==> src/rtl/core/interpolated_fir_mac_unit_macros.svh <==
// ----------------------------------------------------------------------------
// Assertion macros for the interpolated FIR MAC unit
// Immediate-style wrappers around concurrent assertions, empty in synthesis.
// ----------------------------------------------------------------------------
`ifndef INTERPOLATED_FIR_MAC_UNIT_MACROS_SVH
`define INTERPOLATED_FIR_MAC_UNIT_MACROS_SVH

`ifndef SYNTHESIS

`define IFMU_ASSERT(lbl, clk, rst_n, cond) \
	lbl: assert property (@(posedge clk) disable iff (!(rst_n)) (cond)) \
		else $error("assertion failed");

`define IFMU_ASSERT_IMPL(lbl, clk, rst_n, ante, cons) \
	lbl: assert property (@(posedge clk) disable iff (!(rst_n)) (ante) |-> (cons)) \
		else $error("assertion failed");

`define IFMU_ASSERT_NEXT(lbl, clk, rst_n, ante, cons) \
	lbl: assert property (@(posedge clk) disable iff (!(rst_n)) (ante) |=> (cons)) \
		else $error("assertion failed");

`else

`define IFMU_ASSERT(lbl, clk, rst_n, cond)

`define IFMU_ASSERT_IMPL(lbl, clk, rst_n, ante, cons)

`define IFMU_ASSERT_NEXT(lbl, clk, rst_n, ante, cons)

`endif

`endif

==> src/rtl/core/ifmu_pkg.sv <==
// ----------------------------------------------------------------------------
// ifmu_pkg
// Shared types and constants of the interpolated FIR MAC unit.
// ----------------------------------------------------------------------------
`default_nettype none

package ifmu_pkg;

	localparam int PRECISION_DEF   = 31;
	localparam int QUEUE_DEPTH_DEF = 2;

	localparam int NPHASE     = 4;
	localparam int NLANE      = 2 * NPHASE;
	localparam int LANE_IDX_W = $clog2(NLANE);
	localparam int PHASE_IDX_W = $clog2(NPHASE);
	localparam int CNT_W      = $clog2(NLANE + 1);

	localparam logic [1:0] MODE_FULL   = 2'd0;
	localparam logic [1:0] MODE_LINEAR = 2'd1;
	localparam logic [1:0] MODE_CUBIC  = 2'd2;

	typedef struct packed {
		logic [NPHASE-1:0][63:0] prod;
		logic [NPHASE-1:0][31:0] weight;
		logic                    last_tap;
	} q_entry_t;

	typedef enum logic [2:0] {
		B_RUN,
		B_MAC,
		B_DRAIN,
		B_ROUND,
		B_EMIT
	} back_state_t;

endpackage

`default_nettype wire

==> src/rtl/core/ifmu_queue.sv <==
// ----------------------------------------------------------------------------
// ifmu_queue
// Short first-word-fall-through queue between front and back.
// ----------------------------------------------------------------------------
`default_nettype none

module ifmu_queue
	import ifmu_pkg::*;
#(
	parameter int DEPTH = QUEUE_DEPTH_DEF
) (
	input  wire logic     clk,
	input  wire logic     arst_n,
	input  wire logic     push,
	input  wire q_entry_t din,
	output logic          full,
	input  wire logic     pop,
	output q_entry_t      dout,
	output logic          valid
);

	localparam int PTR_W = (DEPTH > 1) ? $clog2(DEPTH) : 1;
	localparam int CNT_W_Q = $clog2(DEPTH + 1);

	q_entry_t           mem_q [DEPTH];
	logic [PTR_W-1:0]   wr_ptr_q;
	logic [PTR_W-1:0]   rd_ptr_q;
	logic [CNT_W_Q-1:0] count_q;

	function automatic logic [PTR_W-1:0] ptr_next(input logic [PTR_W-1:0] p);
		if (p == PTR_W'(DEPTH - 1))
			return '0;
		return p + PTR_W'(1);
	endfunction

	assign full  = (count_q == CNT_W_Q'(DEPTH));
	assign valid = (count_q != '0);
	assign dout  = mem_q[rd_ptr_q];

	always_ff @(posedge clk) begin
		if (push)
			mem_q[wr_ptr_q] <= din;
	end

	always_ff @(posedge clk or negedge arst_n) begin
		if (!arst_n) begin
			wr_ptr_q <= '0;
			rd_ptr_q <= '0;
			count_q  <= '0;
		end else begin
			if (push)
				wr_ptr_q <= ptr_next(wr_ptr_q);
			if (pop)
				rd_ptr_q <= ptr_next(rd_ptr_q);
			if (push && !pop)
				count_q <= count_q + CNT_W_Q'(1);
			else if (pop && !push)
				count_q <= count_q - CNT_W_Q'(1);
		end
	end

endmodule

`default_nettype wire

==> config.mk <==
export PLATFORM = sky130hd
export DESIGN_NAME = ifmu_queue
export DESIGN_NICKNAME = d
export VERILOG_FILES = /design/src/rtl/core/interpolated_fir_mac_unit_macros.svh /design/src/rtl/core/ifmu_pkg.sv /design/src/rtl/core/ifmu_queue.sv
export SDC_FILE = /design/constraint.sdc
export NUM_CORES = 1
export LEC_CHECK = 0
export ABC_AREA = 1
export ABC_CLOCK_PERIOD_IN_PS = 37400
export BUFFER_PORTS_ARGS = -buffer_cell sky130_fd_sc_hd__buf_4
export CAP_MARGIN = 30
export CORE_AREA = 2 2 302 304
export CTS_BUF_LIST = sky130_fd_sc_hd__clkbuf_16
export DETAILED_ROUTE_END_ITERATION = 10
export DIE_AREA = 0 0 304 306
export PLACE_DENSITY_LB_ADDON = 0.1
export SLEW_MARGIN = 10
export SYNTH_ARGS = -nofsm -noshare
export SYNTH_HDL_FRONTEND = slang
export SYNTH_SLANG_ARGS = --single-unit
==> constraint.sdc <==
create_clock -name clk -period 37.4 [get_ports clk]
set_input_delay 5.61 -clock clk [delete_from_list [all_inputs] [get_ports clk]]
set_output_delay 5.61 -clock clk [all_outputs]
set_load 0.1 [all_outputs]
==> impl_metrics.ini, run 1 <==
[status]
outcome = completed

[routing]
drt_iter0_drc = 906
wl_met1_um = 26200
wl_per_cell_um = 23.1
met2_length_um = 41900
ant_nets = 0
vias_per_cell = 4.40
num_vias = 14600
highest_layer = met5
dr.pass1.iters = 6
wl_met3_um = 6350
wirelength_um = 76600
drc = 0

[die]
initial_core_util_pct = 31.4
coreArea_um2 = 89600
dieWidth_um = 304
fp-row-count = 110
die_area_um2 = 93000
die_y_um = 306
pin_count = 776

[clock_network]
cts_buffers = 88
cts_setup_buffers = 0
clock_latency_ns = 0.63
cts_tree = yes
cts_sinks = 774
cts_resized = 0
clock_path_buffers = 3
cts_hold_repair.buffers = 0
clockRootBuffer = clkbuf_16
cts.htree.levels = 3
path_clk_slew_ns = 0.06

[synthesis]
syn-cell-area_um2 = 28100
synth-edff-count = 770
synth_seq_area_share_pct = 82.6
ys_warn_count = 0
synth_area_leader_cell = edfxtp_1
syn_avg_cell_area_um2 = 23.0
synth_common_cells = edfxtp_1 (770), mux2_2 (385), buf_6 (39), inv_1 (7), nand2_1 (6)
synth.net_count = 1613
synth.most_common_cell = edfxtp_1
synth_cells = 1223
netlist.area_leader.share_pct = 82.2
async_flop_share_pct = 0.517
yosys_most_used_dff = edfxtp_1
netlist-cell-type-count = 13
ys_seq_elements = 774
synth_area_leaders = edfxtp_1 (82%), mux2_2 (15%), buf_6 (1.6%)

[grt]
grt_max_degree = 89
grt_pass1_wl_um = 107000
grt-ovfl-total = 0
first_global_vias = 15500
antenna_found_initial = 18
grt_use_total_pct = 15.9

[hold_path]
hp-class = reg -> reg
hold_depth = 2

[layout]
fin_util_pct = 42.6
nets = 2460
syn_to_final_growth_pct = 35.7
drive_above_1_share_pct = 61.2

[sta]
finalSetupTns_ns = 0
hold_viol = 0
rsz0062_at_grt = no
slew_viol_final = 0
finalCritPeriodShare_pct = 24.9
setup_ws_ns = 28.09
setup_viol = 0
tightest_slew_ns = 0.907
slew_headroom_pct = 39.5
clock.fmax_mhz = 107
period_needed_ns = 9.31
fin_worst_skew_ns = 0.0205

[worst_setup_path]
arrival_ns = 3.70
worstSetupPathType = reg -> out
start_kind = flop
endpoint_kind = primary output
ff2ff_path_depth = 6
critPathMaxFanout = 59
worstPathRequired_ns = 31.79

[placement]
portBuffers = 775
hpwlAfterDp_um = 54900
routabilityCongestion = 0.757
dp_slack_ns = 27.84

[flow_run]
max_cap_viol_count = 0
==> per-layer routing <==
metal / vias to the layer above / track usage, %
li1: 6612 / -
met1: 7391 / 15.8
met2: 494 / 29.5
met3: 118 / 6.23
met4: 16 / 6.03
met5: - / 0
==> worst paths after layout <==
path	from	endpoint	slack (ns)
setup / recovery	rd_ptr_q	dout[287]	28.09
hold / removal	count_q[1]	count_q[1]	0.47
setup reg to reg	wr_ptr_q	mem_q[0][277]	33.86
hold reg to reg	count_q[1]	count_q[1]	0.47
max in group asynchronous	arst_n	rd_ptr_q	32.50
min in group asynchronous	arst_n	wr_ptr_q	4.79
==> per-stage QoR <==
| stage | cells | hold slack (ns) | cell area [um^2] |
|---|---|---|---|
| floorplan | 1223 | 0.442 | 28100 |
| global placement | 3146 | 0.457 | 35100 |
| detailed placement | 3153 | 0.465 | 35300 |
| CTS | 3308 | 0.478 | 38000 |
| global route | 3319 | 0.510 | 38100 |
| finish | 3323 | 0.473 | 38200 |
==> kinds of logic after synthesis <==
family / share of synthesized area, %
flip-flops: 82.6
multiplexers: 15.4
buffers and inverters: 1.73
AND/OR/NAND/NOR: 0.147
XOR/XNOR: 0.0934
adder cells (fa/ha/maj): 0.0445
==> cell usage in the layout (no fill, tap or decap), types with 2 or more instances in the layout <==
master,count
buf_16,9
buf_4,790
bufinv_16,9
clkbuf_16,89
clkinv_1,19
clkinv_2,15
clkinv_8,2
clkinvlp_4,2
dfrtp_1,3
diode_2,12
edfxtp_1,770
inv_1,23
mux2_2,385
nand2_1,6
xor2_1,2
==> state kept, by name, summed over array words and instances, names as in the netlist <==
name,cells
count_q,2
mem_q,770
rd_ptr_q,1
wr_ptr_q,1
==> critical path, stage by stage, from the launching register on <==
cell     delay (ns)
dfrtp_4        0.77
buf_4          0.76
buf_4          0.50
buf_16         0.29
mux2_2         0.42
buf_4          0.24
==> layout make-up <==
cell class | count | area, um^2
Inverter | 7 | 33.8
Clock buffer | 89 | 2230
Timing Repair Buffer | 800 | 6200
Fill cell | 8056 | 51400
Antenna cell | 12 | 30.0
Tap cell | 1176 | 1470
Multi-Input combinational cell | 399 | 4420
Clock inverter | 66 | 546
Sequential cell | 774 | 23200
Power of run 1 is not shown: default switching activity piles up to over one toggle a cycle in this logic, so the estimate is an artifact.
==> inputs of run 2 (changes only) <==
- ABC_CLOCK_PERIOD_IN_PS: 37400 -> 9450
- clock period: 37.4 -> 9.45 ns (I/O delays scaled with it)
==> run 2 against run 1 <==
Against the previous run: non-clock buffer count decreased by 15; via count decreased by 1.0%; critical path depth decreased by 2; highest routed layer unchanged; worst setup slack got worse by 23 ns; global-route usage decreased by 0.45 points; first-iteration DRC count decreased by 19%; flip-flop and latch count unchanged; register-to-register slack got worse by 27 ns.
==> impl_metrics.ini, run 2 (synthesis gave the netlist of run 1 again) <==
[worst_setup_path]
start_kind = flop
cpPeakStageDelay_ns = 0.95
path_cells = buf_12, mux2_2, buf_4
cp_slowest_cell = dfrtp_4
cp_num_cells = 3
worstPathRequired_ns = 8.03
cp_top_family = flip-flops
arrival_ns = 3.15
cp_num_buf_inv = 2
ff2ff_path_depth = 3
critPathMaxFanout = 148
worstSetupPathType = reg -> out
endpoint_kind = primary output

[sta]
slew_headroom_pct = 19.1
period_needed_ns = 4.57
clock.fmax_mhz = 219
hold_viol = 0
rsz0062_at_grt = no
finalSetupTns_ns = 0
finalCritPeriodShare_pct = 48.3
fin_worst_skew_ns = 0.0205
slew_viol_final = 0
tightest_slew_ns = 1.21
setup_viol = 0

[clock_network]
cts_buffers = 87
cts_hold_repair.buffers = 0
cts.htree.levels = 3
cts_setup_buffers = 0
cts_resized = 0
cts_sinks = 774
clock_path_buffers = 3
cts_tree = yes
path_clk_slew_ns = 0.06
clock_latency_ns = 0.62
clockRootBuffer = clkbuf_16

[routing]
ant_nets = 0
wirelength_um = 74200
drt_iter0_drc = 735
dr.pass1.iters = 5
vias_per_cell = 4.38
wl_per_cell_um = 22.4
num_vias = 14500
drc = 0

[die]
dieWidth_um = 304
fp-row-count = 110
initial_core_util_pct = 31.4
die_y_um = 306
die_area_um2 = 93000
coreArea_um2 = 89600
pin_count = 776

[layout]
final_common_cell = buf_4
top_regs = mem_q x770, count_q x2
nets = 2444
fin_cells = 3309
mostFrequentLayoutCells = buf_4 (779), edfxtp_1 (770), mux2_2 (385), clkbuf_16 (88), inv_1 (22)
largest_register_ffs = 770
drive_above_1_share_pct = 61.4
largest_register = mem_q
syn_to_final_growth_pct = 35.4

[placement]
portBuffers = 775
routabilityCongestion = 0.761
placedCellCount = 3141
hpwlAfterDp_um = 51000

[grt]
grt_use_total_pct = 15.4
grt_pass1_wl_um = 105000
first_global_vias = 15400
grt-ovfl-total = 0
grt_max_degree = 173
antenna_found_initial = 13

[hold_path]
hold_depth = 2
hp-class = reg -> reg

[flow_run]
max_cap_viol_count = 0

[status]
outcome = completed
## run 2: cell count changes in the layout (fill, tap and decap cells not counted), sizes merged
| cell | change |
|---|---|
| clkbuf | -1 |
| diode | -4 |
| bufinv | +4 |
| inv | +2 |
| buf | -15 |
## run 2: cell type report
type,count,area [um^2]
Clock buffer,88,2200
Antenna cell,8,20.0
Inverter,7,30.0
Sequential cell,774,23200
Timing Repair Buffer,785,5970
Tap cell,1176,1470
Fill cell,8020,51500
Clock inverter,72,727
Multi-Input combinational cell,399,4420
## run 2: routing by layer
metal  GRT usage, %  up-vias  routed length (um)
li1               -     6595                   -
met1           15.3     7258               25100
met2           28.9      499               40500
met3           6.11      117                6470
met4           5.61       10                2070
met5              0        -                  69
## run 2: path summary, 6_finish.rpt
path                                  from            end  slack (ns)
worst max-delay path              rd_ptr_q      dout[266]        4.88
worst min-delay path            count_q[1]     count_q[1]        0.47
worst max register to register    wr_ptr_q  mem_q[0][293]        6.46
worst min register to register  count_q[1]     count_q[1]        0.47
max in group asynchronous           arst_n       rd_ptr_q        8.74
min in group asynchronous           arst_n     count_q[0]        0.58
## run 2: worst min-delay path, cell delays in order, from the launching register on
cell and delay (ns):
dfrtp_1 0.34, nand2_1 0.05, nand2_1 0.05
## run 2: stage by stage
step	worst slack, ns	instance area (um^2)	hold slack (ns)	util [%]
finish	4.88	38100	0.474	42.5
floorplan	1.79	28100	0.442	-
global placement	5.28	35100	0.454	39.2
global route	4.75	38100	0.508	42.5
detailed placement	5.30	35100	0.459	39.2
CTS	4.83	38000	0.474	42.5
Power of run 2 is left out for the same reason.
