===== config.mk =====
export PLATFORM = sky130hd
export DESIGN_NAME = ifmu_back_flat
export DESIGN_NICKNAME = d
export VERILOG_FILES = /design/src/rtl/core/ifmu_pkg.sv /design/src/rtl/core/ifmu_ifs.sv /design/src/rtl/core/ifmu_back.sv /design/src/flat_wrapper.sv
export VERILOG_INCLUDE_DIRS = /design/src /design/src/rtl/core
export SDC_FILE = /design/constraint.sdc
export NUM_CORES = 2
export LEC_CHECK = 0
export BUFFER_PORTS_ARGS = -buffer_cell sky130_fd_sc_hd__clkbuf_2
export CAP_MARGIN = 30
export CORE_MARGIN = 2
export CORE_UTILIZATION = 45
export DETAILED_ROUTE_END_ITERATION = 10
export SETUP_SLACK_MARGIN = 0.1
export SYNTH_ARGS = -nofsm -noshare
export SYNTH_HDL_FRONTEND = slang
export SYNTH_SLANG_ARGS = --single-unit

===== constraint.sdc =====
create_clock -name clk -period 11.5 [get_ports clk]
set_clock_uncertainty 0.1 [all_clocks]
set_input_delay 0 -clock clk [delete_from_list [all_inputs] [get_ports clk]]
set_output_delay 0 -clock clk [all_outputs]
set_load 0.02 [all_outputs]

===== src/rtl/core/interpolated_fir_mac_unit_macros.svh =====
// ----------------------------------------------------------------------------
// Assertion macros for the interpolated FIR MAC unit
// Immediate-style wrappers around concurrent assertions, empty in synthesis.
// ----------------------------------------------------------------------------
`ifndef INTERPOLATED_FIR_MAC_UNIT_MACROS_SVH
`define INTERPOLATED_FIR_MAC_UNIT_MACROS_SVH

`ifndef SYNTHESIS

`define IFMU_ASSERT(lbl, clk, rst_n, cond) \
	lbl: assert property (@(posedge clk) disable iff (!(rst_n)) (cond)) \
		else $error("assertion failed");

`define IFMU_ASSERT_IMPL(lbl, clk, rst_n, ante, cons) \
	lbl: assert property (@(posedge clk) disable iff (!(rst_n)) (ante) |-> (cons)) \
		else $error("assertion failed");

`define IFMU_ASSERT_NEXT(lbl, clk, rst_n, ante, cons) \
	lbl: assert property (@(posedge clk) disable iff (!(rst_n)) (ante) |=> (cons)) \
		else $error("assertion failed");

`else

`define IFMU_ASSERT(lbl, clk, rst_n, cond)

`define IFMU_ASSERT_IMPL(lbl, clk, rst_n, ante, cons)

`define IFMU_ASSERT_NEXT(lbl, clk, rst_n, ante, cons)

`endif

`endif


===== src/rtl/core/ifmu_pkg.sv =====
// ----------------------------------------------------------------------------
// ifmu_pkg
// Shared types and constants of the interpolated FIR MAC unit.
// ----------------------------------------------------------------------------
`default_nettype none

package ifmu_pkg;

	localparam int PRECISION_DEF   = 31;
	localparam int QUEUE_DEPTH_DEF = 2;

	localparam int NPHASE     = 4;
	localparam int NLANE      = 2 * NPHASE;
	localparam int LANE_IDX_W = $clog2(NLANE);
	localparam int PHASE_IDX_W = $clog2(NPHASE);
	localparam int CNT_W      = $clog2(NLANE + 1);

	localparam logic [1:0] MODE_FULL   = 2'd0;
	localparam logic [1:0] MODE_LINEAR = 2'd1;
	localparam logic [1:0] MODE_CUBIC  = 2'd2;

	typedef struct packed {
		logic [NPHASE-1:0][63:0] prod;
		logic [NPHASE-1:0][31:0] weight;
		logic                    last_tap;
	} q_entry_t;

	typedef enum logic [2:0] {
		B_RUN,
		B_MAC,
		B_DRAIN,
		B_ROUND,
		B_EMIT
	} back_state_t;

endpackage

`default_nettype wire


===== src/rtl/core/ifmu_ifs.sv =====
// ----------------------------------------------------------------------------
// ifmu_ifs
// Valid/ready channel interfaces: tap words in, result words out, config.
// ----------------------------------------------------------------------------
`default_nettype none


interface ifmu_result_if;
	logic               valid;
	logic               ready;
	logic signed [31:0] out_sample;

	modport source (output valid, out_sample, input ready);
	modport sink (input valid, out_sample, output ready);
endinterface


`default_nettype wire


===== src/rtl/core/ifmu_back.sv =====
// ----------------------------------------------------------------------------
// ifmu_back
// Lane accumulation, combine (weighted except in full mode), round, saturate and result register.
// ----------------------------------------------------------------------------
`default_nettype none

`include "interpolated_fir_mac_unit_macros.svh"

module ifmu_back
	import ifmu_pkg::*;
#(
	parameter int PRECISION = PRECISION_DEF
) (
	input  wire logic     clk,
	input  wire logic     arst_n,
	input  wire logic     q_valid,
	input  wire q_entry_t q_dout,
	output logic          q_pop,
	input  wire logic [1:0] mode,
	ifmu_result_if.source result
);

	localparam logic [63:0] RND = 64'd1 << (PRECISION - 1);

	back_state_t        state_q, state_d;
	logic [63:0]        lanes_q [NLANE];
	logic               parity_q;
	logic [31:0]        weights_q [NPHASE];
	logic [CNT_W-1:0]   cnt_q;
	logic [63:0]        term_q;
	logic               term_vld_q;
	logic [63:0]        total_q;
	logic signed [63:0] shifted_q;
	logic               out_valid_q;
	logic [31:0]        out_data_q;

	logic               issue;
	logic               load;
	logic [CNT_W-1:0]   nterm;
	logic [63:0]        term_d;
	logic [31:0]        sat_val;

	always_comb begin
		unique case (mode)
			MODE_FULL:   nterm = CNT_W'(2);
			MODE_LINEAR: nterm = CNT_W'(4);
			default:     nterm = CNT_W'(NLANE);
		endcase
	end

	always_comb begin
		state_d = state_q;
		unique case (state_q)
			B_RUN:   if (q_valid && q_dout.last_tap) state_d = B_MAC;
			B_MAC:   if (cnt_q == nterm - CNT_W'(1)) state_d = B_DRAIN;
			B_DRAIN: state_d = B_ROUND;
			B_ROUND: state_d = B_EMIT;
			B_EMIT:  if (!out_valid_q || result.ready) state_d = B_RUN;
			default: state_d = B_RUN;
		endcase
	end

	always_comb begin
		q_pop = 1'b0;
		issue = 1'b0;
		load  = 1'b0;
		unique case (state_q)
			B_RUN:   q_pop = q_valid;
			B_MAC:   issue = 1'b1;
			B_EMIT:  load  = !out_valid_q || result.ready;
			default: ;
		endcase
	end

	always_comb begin
		logic [63:0]        lane;
		logic [63:0]        shl;
		logic signed [31:0] v;
		logic signed [31:0] w;
		logic signed [63:0] prod;
		lane = lanes_q[cnt_q[LANE_IDX_W-1:0]];
		shl  = lane >> PRECISION;
		v    = shl[31:0];
		w    = weights_q[cnt_q[LANE_IDX_W-1:1]];
		prod = v * w;
		if (mode == MODE_FULL)
			term_d = lane;
		else
			term_d = prod;
	end

	always_comb begin
		if (shifted_q[63:31] == {33{shifted_q[31]}})
			sat_val = shifted_q[31:0];
		else if (shifted_q[63])
			sat_val = 32'h8000_0000;
		else
			sat_val = 32'h7fff_ffff;
	end

	always_ff @(posedge clk or negedge arst_n) begin
		if (!arst_n) begin
			state_q     <= B_RUN;
			parity_q    <= 1'b0;
			cnt_q       <= '0;
			term_vld_q  <= 1'b0;
			out_valid_q <= 1'b0;
			for (int i = 0; i < NLANE; i++)
				lanes_q[i] <= '0;
		end else begin
			state_q <= state_d;
			if (q_pop) begin
				for (int p = 0; p < NPHASE; p++)
					lanes_q[{PHASE_IDX_W'(p), parity_q}] <=
						lanes_q[{PHASE_IDX_W'(p), parity_q}] + q_dout.prod[p];
				parity_q <= !parity_q;
				cnt_q    <= '0;
			end else if (issue) begin
				cnt_q <= cnt_q + CNT_W'(1);
			end
			term_vld_q <= issue;
			if (load) begin
				for (int i = 0; i < NLANE; i++)
					lanes_q[i] <= '0;
				parity_q    <= 1'b0;
				out_valid_q <= 1'b1;
			end else if (result.ready) begin
				out_valid_q <= 1'b0;
			end
		end
	end

	always_ff @(posedge clk) begin
		if (q_pop && q_dout.last_tap) begin
			for (int p = 0; p < NPHASE; p++)
				weights_q[p] <= q_dout.weight[p];
			total_q <= '0;
		end else if (term_vld_q) begin
			total_q <= total_q + term_q;
		end
		if (issue)
			term_q <= term_d;
		if (state_q == B_ROUND)
			shifted_q <= $signed(total_q + RND) >>> PRECISION;
		if (load)
			out_data_q <= sat_val;
	end

	assign result.valid      = out_valid_q;
	assign result.out_sample = out_data_q;

	`IFMU_ASSERT_IMPL(a_load_slot_free, clk, arst_n, load, !out_valid_q || result.ready)
	`IFMU_ASSERT_IMPL(a_pop_only_run, clk, arst_n, q_pop, state_q == B_RUN)
	`IFMU_ASSERT_IMPL(a_cnt_bound, clk, arst_n, state_q == B_MAC, cnt_q < nterm)
	`IFMU_ASSERT_NEXT(a_clear_after_load, clk, arst_n, load,
		lanes_q[0] == '0 && lanes_q[NLANE-1] == '0 && !parity_q)

endmodule

`default_nettype wire

===== src/flat_wrapper.sv =====
// flat-port wrapper written by rule: the top's interface ports become plain ports
module ifmu_back_flat import ifmu_pkg::*;
#(
	parameter int PRECISION = PRECISION_DEF
)
  (clk, arst_n, q_valid, q_dout, q_pop, mode, result_valid, result_out_sample, result_ready);
  ifmu_result_if result_i ();
  input  wire logic clk;
  input  wire logic arst_n;
  input  wire logic q_valid;
  input  wire q_entry_t q_dout;
  output logic q_pop;
  input  wire logic [1:0] mode;
  output wire logic [$bits(result_i.valid)-1:0] result_valid;
  output wire logic [$bits(result_i.out_sample)-1:0] result_out_sample;
  input wire logic [$bits(result_i.ready)-1:0] result_ready;
  assign result_valid = result_i.valid;
  assign result_out_sample = result_i.out_sample;
  assign result_i.ready = result_ready;
  ifmu_back #(.PRECISION(PRECISION)) u_core (.clk(clk), .arst_n(arst_n), .q_valid(q_valid), .q_dout(q_dout), .q_pop(q_pop), .mode(mode), .result(result_i));
endmodule

==> impl_metrics.json <==
{
  "dr.first_iter.drc_count": 5827,
  "ys.flop_type": "dfrtp_1",
  "clockBufferDepth": 3,
  "yosysSeqAreaShare_pct": 24.24,
  "synth_area_um2": 91010,
  "dieHeight_um": 453.7,
  "rsz0062_at_grt": "no",
  "rrSetupSlack_ns": 0.81,
  "final_hold_viol_count": 0,
  "cts_buffers": 100,
  "tightest_slew_ns": 1.049,
  "drt-pass1-iter-count": 6,
  "grt_use_total_pct": 30.69,
  "cp_top_family": "adder cells",
  "synth_cell_types": 95,
  "via_per_inst": 5.885,
  "startpoint_type": "register",
  "async_reset_ff_share_pct": 61.92,
  "dpl_cell_area_um2": 95940,
  "wire_per_inst_um": 24.98,
  "setup_viol": 0,
  "cts_tree": "yes",
  "die-area_um2": 205900,
  "row_count": 165,
  "slowest_delay_ns": 0.88,
  "grt_pass1_wl_mm": 478.4,
  "cp.arrival_ns": 11.05,
  "drt_wl_total_mm": 318.6,
  "area_delta_synth_final_pct": 16.31,
  "vias": 75040,
  "end_kind": "register",
  "cp.depth": 27,
  "synth_edf_count": 257,
  "grt_max_degree": 178,
  "path_clk_slew_ns": 0.06,
  "postSynthCellCount": 9193,
  "drive_gt1_share_pct": 12.89,
  "hp-class": "in2reg",
  "avgSynthCellArea_um2": 9.900,
  "fin_area_um2": 105800,
  "path_class": "reg2reg",
  "critPathLaunch": "u_core.cnt_q[0]",
  "fmax_mhz": 93.57,
  "drc": 0,
  "fin_nets": 11950,
  "h-tree-depth": 3,
  "place_congestion": 0.9993,
  "relSlewSlack_pct": 30.06,
  "antenna_found_initial": 24,
  "cts_root_buf": "clkbuf_16",
  "crit_fanout": 30,
  "critPathRequiredTime_ns": 11.86,
  "cts_num_sinks": 843,
  "reg2reg_to": "u_core.term_q[58]",
  "core_region_area_um2": 201500,
  "ctsResizeCount": 0,
  "layout_common_cells": "1087 x fa_1, 1032 x inv_1, 846 x nand2_1",
  "worst-path-buf-inv": 5,
  "hold_ws_ns": 0.09163,
  "final_common_cell": "fa_1",
  "grt_pass1_vias": 77980,
  "timing.final.crit_share_pct": 92.93,
  "ys_seq_elements": 843,
  "r2r_start": "u_core.cnt_q[0]",
  "initial_core_util_pct": 45.17,
  "r2r_cells": 27,
  "cap_violations": 0,
  "yosysWarningCount": 0,
  "drv_slew": 0,
  "dp_hpwl_mm": 241.2,
  "chipWidth_um": 453.7,
  "status": "finished, final reports clean",
  "ios": 425,
  "period_needed_ns": 10.69,
  "ant_nets": 0,
  "io_buffers": 424,
  "synth.net_count": 11180,
  "clock_latency_ns": 0.82,
  "crit_top_cell": "fa_1",
  "critical_path.endpoint": "u_core.term_q[58]",
  "setup_tns_ns": 0,
  "cp_slowest_cell": "dfrtp_4",
  "grt.overflow.total": 0
}
[worst reg2reg max path: stages (launching register included)]
cell and delay, ns:
dfrtp_4 0.88, buf_4 0.33, buf_4 0.22, mux4_2 0.53, mux2i_1 0.59, buf_4 0.38
nor2_1 0.10, fa_1 0.54, fa_1 0.55, inv_1 0.06, fa_1 0.51, fa_1 0.52
inv_1 0.06, fa_1 0.55, fa_1 0.45, fa_1 0.53, fa_1 0.47, ha_1 0.42
a21o_1 0.21, a21o_1 0.21, a211oi_1 0.27, o31ai_1 0.13, a41oi_1 0.32, o21ai_0 0.18
o21ai_0 0.22, o2bb2ai_1 0.30, nor3_1 0.13, a311oi_1 0.57
[registers in the layout, indices dropped and copies added (netlist names)]
register / flops
u_core.lanes_q: 512
u_core.weights_q: 128
u_core.term_q: 64
u_core.total_q: 64
u_core.shifted_q: 33
u_core.result.out_sample: 32
u_core.cnt_q: 4
u_core.state_q: 3
u_core.parity_q: 1
u_core.result.valid: 1
u_core.term_vld_q: 1
[area by class of cell]
cell class                 instances  area, µm²
multi-input combinational       6785      63230
tap                             2672       3343
clock inverter                    52      734.5
antenna                           29      72.57
sequential                       843      22080
clock buffer                     135       2845
timing repair buffer            1198       9648
inverter                        1036       3894
fill                           18130      95640
[kinds of logic after synthesis]
family,Yosys count,synth area share [%]
muxes,582,8.719
DFF,843,24.24
xor gates and xnor gates,390,3.753
adders and majority gates,1592,30.85
buffers and inverters,1565,6.484
and+or+nand+nor,2255,10.88
AOI/OAI and AO/OA,1966,15.07
[how the worst min path moves through the flow]
stage / from / endpoint / slack [ns] / cells after the start
final: q_dout[321] / u_core.lanes_q[64] / 0.09 / 4
after global routing: q_dout[321] / u_core.lanes_q[64] / 0.09 / 4
after CTS: q_dout[321] / u_core.lanes_q[64] / 0.03 / 4
after detailed placement: arst_n / u_core.lanes_q[58] / 0.04 / 1
after global placement: arst_n / u_core.lanes_q[58] / 0.03 / 1
after floorplan: arst_n / u_core.cnt_q[0] / -0.40 / 0
[routing by layer]
layer  share of wire (%)  wire, µm  track usage, %  vias to the layer above
li1                    -         -               -                    32970
met1                  40    126600           39.30                    38190
met2                  47    149900           50.02                     3119
met3                 7.0     22210           4.656                      754
met4                 6.2     19860           16.76                        2
met5              0.0041        13               0                        -
[what timing repair did]
action | CTS | global route
setup buffers | 0 | 0
hold buffers | 612 | 0
endpoints found under the hold margin | 768 | 0
setup endpoints to repair | 0 | 0
[synth_stat cells (58+ instances only)]
master	n	area (µm²)
a21o_1	285	2140
a21oi_1	452	2262
a22o_1	458	4011
and2_1	59	369.1
and3_1	58	362.9
clkbuf_1	451	1693
dfrtp_1	522	13060
dfxtp_1	64	1281
edfxtp_1	257	7717
fa_1	1087	21760
ha_1	505	6319
inv_1	1033	3877
mux2_2	306	3446
mux2i_1	138	1381
mux4_2	138	3108
nand2_1	847	3179
nand2b_1	73	456.7
nand3_1	89	445.4
nand4_1	89	556.8
nor2_1	814	3055
nor2b_1	63	394.1
nor3_1	62	310.3
o21ai_0	269	1346
o21bai_1	71	533.0
xnor2_1	248	2172
xor2_1	142	1244
[stage by stage]
| step | util [%] | std cells | setup slack, ns |
|---|---|---|---|
| 6_report | 52.53 | 12750 | 0.8126 |
| 5_1_grt | 52.52 | 12740 | 0.4276 |
| 4_1_cts | 52.44 | 12720 | 0.8609 |
| 3_5_place_dp | 47.62 | 11920 | 0.9098 |
| 3_3_place_gp | 47.58 | 11910 | 0.9275 |
| 2_1_floorplan | - | 9193 | 2.073 |
Power is left out: the tool's default activity adds up to more than one toggle a clock period on the data nets, which glitch-free logic cannot reach.
